===== src/rtl/core/etd_pkg.sv =====
// etd_pkg: types and constants shared by the event tag dedup cache
// holds the request and result structs, the front-to-back job type and the back fsm states
// no dependencies
`default_nettype none

package etd_pkg;

    localparam logic [31:0] HASH_SEED      = 32'd5381;
    localparam int unsigned HASH_SHIFT     = 5;
    localparam logic [31:0] COOLDOWN_RESET = 32'd1000;
    localparam int unsigned SLOT_W         = 3;
    localparam int unsigned QUEUE_DEPTH    = 2;

    typedef struct packed {
        logic [7:0]  tag_char;
        logic        last_char;
        logic [31:0] time_ms;
    } in_item_t;

    typedef struct packed {
        logic              duplicate;
        logic [31:0]       hash_value;
        logic [SLOT_W-1:0] slot;
        logic              new_entry;
    } out_item_t;

    typedef struct packed {
        logic [31:0] hash;
        logic [31:0] time_ms;
    } job_t;

    typedef enum logic {
        BK_IDLE,
        BK_COMMIT
    } bk_state_t;

endpackage

`default_nettype wire


===== src/rtl/core/etd_front.sv =====
// etd_front: folds tag characters into the djb2 hash, one per cycle while the job queue is not full
// hands each complete tag's hash and time to the job queue; uses etd_pkg
`default_nettype none

module etd_front (
    input  wire logic             clk,
    input  wire logic             rst_n,
    input  wire logic             push,
    input  wire logic             queue_full,
    input  wire etd_pkg::in_item_t char_item,
    output logic                  job_push,
    output etd_pkg::job_t         job
);

    logic [31:0] hash_reg;
    logic [31:0] hash_next;
    logic [31:0] folded;
    logic        accept;

    assign accept = push && !queue_full;
    assign folded = (hash_reg << etd_pkg::HASH_SHIFT) + hash_reg
                    + {24'd0, char_item.tag_char};

    always_comb
    begin
        hash_next = hash_reg;
        if (accept)
        begin
            if (char_item.last_char)
                hash_next = etd_pkg::HASH_SEED;
            else
                hash_next = folded;
        end
    end

    always_ff @(posedge clk or negedge rst_n)
    begin
        if (!rst_n)
            hash_reg <= etd_pkg::HASH_SEED;
        else
            hash_reg <= hash_next;
    end

    assign job_push    = accept && char_item.last_char;
    assign job.hash    = folded;
    assign job.time_ms = char_item.time_ms;

endmodule

`default_nettype wire


===== src/rtl/core/etd_queue.sv =====
// etd_queue: short job queue between the hashing front and the lookup back
// flop-based, QUEUE_DEPTH entries; uses etd_pkg
`default_nettype none

module etd_queue (
    input  wire logic          clk,
    input  wire logic          rst_n,
    input  wire logic          wr_en,
    input  wire etd_pkg::job_t wr_data,
    output logic               full,
    input  wire logic          rd_en,
    output etd_pkg::job_t      rd_data,
    output logic               rd_valid
);

    localparam int unsigned DEPTH = etd_pkg::QUEUE_DEPTH;
    localparam int unsigned PTR_W = (DEPTH > 1) ? $clog2(DEPTH) : 1;
    localparam int unsigned CNT_W = $clog2(DEPTH + 1);

    etd_pkg::job_t mem [DEPTH];

    logic [PTR_W-1:0] wr_ptr_reg;
    logic [PTR_W-1:0] wr_ptr_next;
    logic [PTR_W-1:0] rd_ptr_reg;
    logic [PTR_W-1:0] rd_ptr_next;
    logic [CNT_W-1:0] count_reg;
    logic [CNT_W-1:0] count_next;
    logic             do_wr;
    logic             do_rd;

    assign full     = (count_reg == CNT_W'(DEPTH));
    assign rd_valid = (count_reg != '0);
    assign do_wr    = wr_en && !full;
    assign do_rd    = rd_en && rd_valid;
    assign rd_data  = mem[rd_ptr_reg];

    always_comb
    begin
        wr_ptr_next = wr_ptr_reg;
        rd_ptr_next = rd_ptr_reg;
        count_next  = count_reg;
        if (do_wr)
            wr_ptr_next = (wr_ptr_reg == PTR_W'(DEPTH - 1)) ? '0 : wr_ptr_reg + 1'b1;
        if (do_rd)
            rd_ptr_next = (rd_ptr_reg == PTR_W'(DEPTH - 1)) ? '0 : rd_ptr_reg + 1'b1;
        if (do_wr && !do_rd)
            count_next = count_reg + 1'b1;
        else if (do_rd && !do_wr)
            count_next = count_reg - 1'b1;
    end

    always_ff @(posedge clk or negedge rst_n)
    begin
        if (!rst_n)
        begin
            wr_ptr_reg <= '0;
            rd_ptr_reg <= '0;
            count_reg  <= '0;
        end
        else
        begin
            wr_ptr_reg <= wr_ptr_next;
            rd_ptr_reg <= rd_ptr_next;
            count_reg  <= count_next;
        end
    end

    always_ff @(posedge clk)
    begin
        if (do_wr)
            mem[wr_ptr_reg] <= wr_data;
    end

endmodule

`default_nettype wire


===== src/rtl/core/etd_back.sv =====
// etd_back: tag table lookup, cooldown check, table update and result register
// holds the cooldown register; uses etd_pkg
`default_nettype none

module etd_back #(
    parameter int unsigned TABLE_ENTRIES = 8
) (
    input  wire logic          clk,
    input  wire logic          rst_n,
    input  wire logic          job_valid,
    input  wire etd_pkg::job_t job,
    output logic               job_pop,
    input  wire logic          cooldown_we,
    input  wire logic [31:0]   cooldown_wdata,
    input  wire logic          pop,
    output logic               empty,
    output etd_pkg::out_item_t result
);

    localparam int unsigned IDX_W = (TABLE_ENTRIES > 1) ? $clog2(TABLE_ENTRIES) : 1;

    logic [31:0]            ent_hash_reg [TABLE_ENTRIES];
    logic [31:0]            ent_time_reg [TABLE_ENTRIES];
    logic [TABLE_ENTRIES-1:0] ent_valid_reg;
    logic [IDX_W-1:0]       ptr_reg;
    logic [31:0]            cooldown_reg;

    etd_pkg::bk_state_t     state_reg;
    etd_pkg::bk_state_t     state_next;

    logic                   lk_found_reg;
    logic [IDX_W-1:0]       lk_idx_reg;
    logic [31:0]            lk_hash_reg;
    logic [31:0]            lk_now_reg;
    logic [31:0]            lk_etime_reg;

    etd_pkg::out_item_t     res_reg;
    etd_pkg::out_item_t     res_next;
    logic                   res_valid_reg;

    logic                   match_found;
    logic [IDX_W-1:0]       match_idx;
    logic                   lookup_en;
    logic                   commit;
    logic [31:0]            elapsed;
    logic                   dup;
    logic [IDX_W-1:0]       commit_idx;
    logic [IDX_W+etd_pkg::SLOT_W-1:0] idx_ext;

    // first valid match in index order
    always_comb
    begin
        match_found = 1'b0;
        match_idx   = '0;
        for (int i = TABLE_ENTRIES - 1; i >= 0; i--)
        begin
            if (ent_valid_reg[i] && (ent_hash_reg[i] == job.hash))
            begin
                match_found = 1'b1;
                match_idx   = IDX_W'(i);
            end
        end
    end

    always_comb
    begin
        state_next = state_reg;
        job_pop    = 1'b0;
        lookup_en  = 1'b0;
        commit     = 1'b0;
        case (state_reg)
            etd_pkg::BK_IDLE:
            begin
                if (job_valid)
                begin
                    job_pop    = 1'b1;
                    lookup_en  = 1'b1;
                    state_next = etd_pkg::BK_COMMIT;
                end
            end
            etd_pkg::BK_COMMIT:
            begin
                if (!res_valid_reg || pop)
                begin
                    commit     = 1'b1;
                    state_next = etd_pkg::BK_IDLE;
                end
            end
            default:
            begin
                state_next = etd_pkg::BK_IDLE;
            end
        endcase
    end

    always_ff @(posedge clk or negedge rst_n)
    begin
        if (!rst_n)
            state_reg <= etd_pkg::BK_IDLE;
        else
            state_reg <= state_next;
    end

    always_ff @(posedge clk)
    begin
        if (lookup_en)
        begin
            lk_found_reg <= match_found;
            lk_idx_reg   <= match_idx;
            lk_hash_reg  <= job.hash;
            lk_now_reg   <= job.time_ms;
            lk_etime_reg <= ent_time_reg[match_idx];
        end
    end

    assign elapsed    = lk_now_reg - lk_etime_reg;
    assign dup        = lk_found_reg && (elapsed < cooldown_reg);
    assign commit_idx = lk_found_reg ? lk_idx_reg : ptr_reg;
    assign idx_ext    = {{etd_pkg::SLOT_W{1'b0}}, commit_idx};

    always_comb
    begin
        res_next.duplicate  = dup;
        res_next.hash_value = lk_hash_reg;
        res_next.slot       = idx_ext[etd_pkg::SLOT_W-1:0];
        res_next.new_entry  = !lk_found_reg;
    end

    // table payload
    always_ff @(posedge clk)
    begin
        if (commit && !dup)
        begin
            ent_time_reg[commit_idx] <= lk_now_reg;
            if (!lk_found_reg)
                ent_hash_reg[commit_idx] <= lk_hash_reg;
        end
    end

    always_ff @(posedge clk or negedge rst_n)
    begin
        if (!rst_n)
        begin
            ent_valid_reg <= '0;
            ptr_reg       <= '0;
        end
        else if (commit && !lk_found_reg)
        begin
            ent_valid_reg[ptr_reg] <= 1'b1;
            ptr_reg <= (ptr_reg == IDX_W'(TABLE_ENTRIES - 1)) ? '0 : ptr_reg + 1'b1;
        end
    end

    always_ff @(posedge clk or negedge rst_n)
    begin
        if (!rst_n)
            cooldown_reg <= etd_pkg::COOLDOWN_RESET;
        else if (cooldown_we)
            cooldown_reg <= cooldown_wdata;
    end

    always_ff @(posedge clk or negedge rst_n)
    begin
        if (!rst_n)
            res_valid_reg <= 1'b0;
        else if (commit)
            res_valid_reg <= 1'b1;
        else if (pop)
            res_valid_reg <= 1'b0;
    end

    always_ff @(posedge clk)
    begin
        if (commit)
            res_reg <= res_next;
    end

    assign empty  = !res_valid_reg;
    assign result = res_reg;

    a_new_entry_valid: assert property (@(posedge clk) disable iff (!rst_n)
        commit && !lk_found_reg |=> ent_valid_reg[$past(ptr_reg)])
        else $error("allocated entry not marked valid");

    a_new_not_dup: assert property (@(posedge clk) disable iff (!rst_n)
        res_valid_reg && res_reg.new_entry |-> !res_reg.duplicate)
        else $error("new entry reported as duplicate");

    a_ptr_range: assert property (@(posedge clk) disable iff (!rst_n)
        ptr_reg <= IDX_W'(TABLE_ENTRIES - 1))
        else $error("replacement pointer out of range");

    a_commit_shows: assert property (@(posedge clk) disable iff (!rst_n)
        commit |=> !empty)
        else $error("committed result not presented");

endmodule

`default_nettype wire


===== src/rtl/core/event_tag_dedup_cache.sv =====
// event_tag_dedup_cache: top level of the djb2 hash and cooldown duplicate filter
// instantiates etd_front, etd_queue and etd_back; uses etd_pkg
// usage:
//   requests enter through a queue-style port: char_item is taken at an edge with
//   push high and full low, one tag character per request, last_char marking the
//   final character and time_ms sampled on it
//   results leave through a queue-style port: result is valid while empty is low and
//   is taken at an edge with pop high; one result per tag, none per inner character
//   cooldown_we writes cooldown_wdata into the cooldown register at once
// timing:
//   the front takes one character per cycle while full is low; the hash folds in
//   the same cycle; a complete tag passes a two-entry job queue to the back, which
//   works on one tag at a time (table compare, then cooldown check and table update)
//   and pops no new job until its result is committed; the final character passes
//   the job queue, the lookup registers and the result register before its result shows
// reset:
//   hash restarts at 5381, all table entries invalid, pointer and queue cleared,
//   cooldown returns to 1000
// stalls:
//   a held result stops the back, the job queue fills and full then holds off requests
`default_nettype none

module event_tag_dedup_cache #(
    parameter int unsigned TABLE_ENTRIES = 8
) (
    input  wire logic              clk,
    input  wire logic              rst_n,
    input  wire logic              push,
    output logic                   full,
    input  wire etd_pkg::in_item_t char_item,
    input  wire logic              cooldown_we,
    input  wire logic [31:0]       cooldown_wdata,
    output logic                   empty,
    input  wire logic              pop,
    output etd_pkg::out_item_t     result
);

    logic          job_push;
    etd_pkg::job_t job_in;
    logic          job_valid;
    logic          job_pop;
    etd_pkg::job_t job_out;

    etd_front u_front (
        .clk        (clk),
        .rst_n      (rst_n),
        .push       (push),
        .queue_full (full),
        .char_item  (char_item),
        .job_push   (job_push),
        .job        (job_in)
    );

    etd_queue u_queue (
        .clk      (clk),
        .rst_n    (rst_n),
        .wr_en    (job_push),
        .wr_data  (job_in),
        .full     (full),
        .rd_en    (job_pop),
        .rd_data  (job_out),
        .rd_valid (job_valid)
    );

    etd_back #(
        .TABLE_ENTRIES (TABLE_ENTRIES)
    ) u_back (
        .clk            (clk),
        .rst_n          (rst_n),
        .job_valid      (job_valid),
        .job            (job_out),
        .job_pop        (job_pop),
        .cooldown_we    (cooldown_we),
        .cooldown_wdata (cooldown_wdata),
        .pop            (pop),
        .empty          (empty),
        .result         (result)
    );

endmodule

`default_nettype wire


===== config.mk =====
export PLATFORM = sky130hd
export DESIGN_NAME = event_tag_dedup_cache
export DESIGN_NICKNAME = d
export VERILOG_FILES = /design/src/rtl/core/etd_pkg.sv /design/src/rtl/core/etd_front.sv /design/src/rtl/core/etd_queue.sv /design/src/rtl/core/etd_back.sv /design/src/rtl/core/event_tag_dedup_cache.sv
export SDC_FILE = /design/constraint.sdc
export NUM_CORES = 1
export LEC_CHECK = 0
export BUFFER_PORTS_ARGS = -buffer_cell sky130_fd_sc_hd__buf_2
export CAP_MARGIN = 20
export CELL_PAD_IN_SITES_DETAIL_PLACEMENT = 0
export CELL_PAD_IN_SITES_GLOBAL_PLACEMENT = 1
export CORE_MARGIN = 2
export CORE_UTILIZATION = 34
export CTS_CLUSTER_DIAMETER = 150
export DETAILED_ROUTE_END_ITERATION = 7
export PLACE_DENSITY = 0.69
export SYNTH_ARGS = -nofsm -noshare
export SYNTH_HDL_FRONTEND = slang
export SYNTH_SLANG_ARGS = --single-unit

===== constraint.sdc =====
create_clock -name clk -period 6.72 [get_ports clk]
set_clock_uncertainty 0.05 [all_clocks]
set_input_delay 2.016 -clock clk [delete_from_list [all_inputs] [get_ports clk]]
set_output_delay 2.016 -clock clk [all_outputs]
set_load 0.005 [all_outputs]

==> results by group <==
Critical path
  – Worst Setup Start Kind: flop
  – CP max stage cell: a2111oi_0
  – RR Startpoint: u_back.lk_now_reg[0]
  – Critical path type: reg -> reg
  – Critical path peak fanout: 16
  – CP startpoint: u_back.lk_now_reg[0]
  – WP data arrival: 6.57 ns
  – Max incr delay on CP: 0.44 ns
  – Worst setup EP type: flop
  – CP Data Required Time: 7.07 ns

Worst hold path
  – Hold Path Class: reg -> reg
  – Hold_sp: u_front.hash_reg[10]

Power and ir drop
  – Fraction of power consumed by the clock network: 0.244
  – Peak VDD IR: 0.000315 V
  – Switch Pwr: 7.61 mW
  – Pwr/cell area: 483 mW/mm^2
  – Leakage: 15.0 nW
  – Internal: 13.4 mW
  – Sequential Power Share: 0.421
  – Switch share: 0.362
  – Logic pwr share: 0.335

STA
  – Fmax: 161 MHz
  – Worst Tran Pin Value: 1.08 ns
  – Unrepaired setup endpoints after global routing: no
  – Min Tclk post-route: 6.22 ns
  – Setup_tns: 0 ns
  – Fin crit share: 0.925
  – Relative slew slack: 0.279
  – Slew Viols, Final: 0
  – Hold WS: 0.437 ns
  – # setup viols final: 0
  – Final Hold Vio Count: 0

Logic synthesis
  – Post-synthesis cell type count: 69
  – Yosys top cell area share: 0.625
  – Mux contribution to synthesized area: 0.0306
  – Synthesized area: 0.0373 sq mm
  – Mapped Avg Cell Area: 14.9 sq um
  – Synthesized flop and latch total: 858
  – Mapped Nets: 2709
  – Area leader, netlist: edfxtp_1
  – Synth Area in Simple Gates: 0.0843
  – Largest cells by area after synthesis: edfxtp_1, xnor2_1, dfrtp_1, ha_1, mux2i_4
  – FFs w/ async S/R, synth: 0.0944
  – Register area share after synthesis: 0.680
  – Prevailing post-synth register cell: edfxtp_1
  – Post-Synth Adder-Cell Area: 0.0439
  – Xor and xnor fraction of the mapped netlist area: 0.0742
  – Number of enable flip-flop cells after synthesis: 777
  – Ys Warns: 0
  – Syn Inst Count: 2503
  – Synth Area in Compound Gates: 0.0681
  – Largest family of logic cells by synthesized area: simple AND/OR/NAND/NOR gates

Placement
  – Port Buffers: 116
  – Placed insts: 4022
  – GP Congestion: 0.879
  – Detailed Place HPWL: 65100 um

Global routing
  – GRT Util Overall: 0.170
  – Vias in the first global route: 21200
  – Antenna violations before repair: 14
  – Grt total ovfl: 0
  – Largest net degree at the start of global routing: 65
  – First-pass GRT wire length: 141000 um

Cells and area
  – Util after Layout: 0.399
  – FF/Latch Area: 0.0254 sq mm
  – Layout area overhead: 16.4%
  – Fin cells: 4222
  – Filler instances: 10000
  – Multi-input gate area: 0.0115 sq mm
  – Total Nets Final: 2934
  – Share of cells above drive strength 1: 0.172

Detailed routing
  – DR iter-0 viols: 2228
  – First-pass DRT Iterations: 7
  – Detailed Route WL: 97700 um
  – DRC viols: 0
  – DR vias/cell: 5.16
  – Wire per inst: 23.1 um
  – DR vias: 21800
  – ANT nets after route: 0

CTS
  – # H-tree levels: 3
  – Clock-pin transition on the worst setup and hold timing paths: 0.06 ns
  – Clk root buf: clkbuf_16
  – Post-CTS Hold Buffers: 0
  – Worst skew pair latency: 0.68 ns
  – Clock Path Buffers: 3
  – CTS tree: done
  – CTS buffer count: 93
  – CTS sink count: 858

Floorplan
  – Initial core utilization: 0.343
  – Die Span Y: 335 um
  – Die Wd: 335 um
  – I/O pin cnt: 117
  – Die area: 0.112 sq mm
  – Site Rows: 121
  – Core area: 0.109 sq mm

Run
  – Max_cap viols: 0

Outcome
  – Outcome: completed
==> worst paths after layout <==
check,to,slack (ns),cells past startpoint
worst max-delay path,u_back.ent_time_reg[6][22],0.50,28
worst min-delay path,u_front.hash_reg[10],0.44,2
worst max register to register,u_back.ent_time_reg[6][22],0.50,28
worst min register to register,u_front.hash_reg[10],0.44,2
max in group asynchronous,u_queue.rd_ptr_reg,4.05,2
min in group asynchronous,u_back.ent_valid_reg[1],1.41,1
==> synthesized netlist by cell type, types with 4 or more instances <==
master    count
nor2b_1       9
o21ai_0      74
clkbuf_1     34
xor2_1       24
and3_1        5
or3_1         6
nand4b_1      7
dfstp_2      11
mux2i_4      31
nand3b_1     12
nor3_1       36
a21boi_0      5
dfrtp_1      70
buf_1         6
a21oi_1      47
mux2i_1       4
o21bai_1     12
inv_1       119
or3b_1       30
o221a_2      30
a22o_1       22
or4_1        32
nor2_1      156
or2_2        12
a211oi_1     11
mux2_2       36
a31oi_1       7
o21a_1       17
a21o_1       32
nand2b_1     14
o22ai_1      33
o211ai_1     36
fa_1          5
ha_1        123
nor4_1       99
nand4_1      29
nand3_1      21
buf_2        16
edfxtp_1    777
xnor2_1     292
nand2_1     114
==> final cells by class <==
type / count / share of cell area
inverters: 119 / 0.0103
multi-input cells: 1473 / 0.264
repair buffers: 183 / 0.0302
diodes: 3 / 0.000173
flip-flops and latches: 858 / 0.584
clock inverters: 55 / 0.0130
well taps: 1414 / 0.0407
clock buffers: 117 / 0.0573
==> layout by cell type, fill, tap and decap left out, types with 69 or more instances in the layout <==
master	instances
nor4_1	99
xnor2_1	292
nor2_1	138
dfrtp_1	69
edfxtp_1	777
o21ai_0	74
nand2_1	114
buf_2	115
inv_1	117
ha_1	123
clkbuf_16	95
==> routing by layer <==
layer / vias up / part of all wire / GRT usage / wire (um)
met5: - / 0.00061 / 0 / 60
met4: 10 / 0.026 / 0.0514 / 2510
met3: 145 / 0.082 / 0.0341 / 7990
met2: 849 / 0.44 / 0.257 / 43300
met1: 10800 / 0.45 / 0.247 / 43800
li1: 9992 / - / - / -
==> repair_timing <==
item,4_1_cts,5_1_grt
endpoints found under the setup margin,0,248
resized for setup,0,9
buffers inserted,0,16
==> per-stage QoR <==
step | cell area (sq um) | power, mW | setup WS [ns]
final | 43500 | 21.0 | 0.505
after global routing | 43500 | 22.1 | 0.0643
after CTS | 43000 | 21.0 | 0.123
after detailed placement | 40000 | 15.8 | 0.160
after global placement | 40000 | 15.8 | 0.208
after floorplan | 37300 | 13.0 | 0.307
==> cells by family after synthesis <==
family	Yosys count
DFF	858
AOI/OAI and AO/OA	358
xor gates and xnor gates	316
buffers and inverters	179
muxes	71
adders and majority gates	128
and+or+nand+nor	593
==> worst max-delay path, delay by kind of cell (launching register included) <==
family	cells	cell delay, ns
AOI/OAI and AO/OA	15	3.24
xor gates and xnor gates	1	0.15
and+or+nand+nor	3	0.38
adders and majority gates	3	0.84
buffers and inverters	6	0.89
DFF	1	0.38
==> power by group through the flow <==
stage / combinational, mW / sequential, mW / clock [mW]
6_report: 7.03 / 8.85 / 5.13
5_1_grt: 7.72 / 8.96 / 5.43
4_1_cts: 6.89 / 8.86 / 5.23
3_5_place_dp: 6.86 / 8.95 / 0
3_3_place_gp: 6.85 / 8.92 / 0
2_1_floorplan: 4.64 / 8.39 / 0
Note: power is estimated with default switching activity, not from simulation.
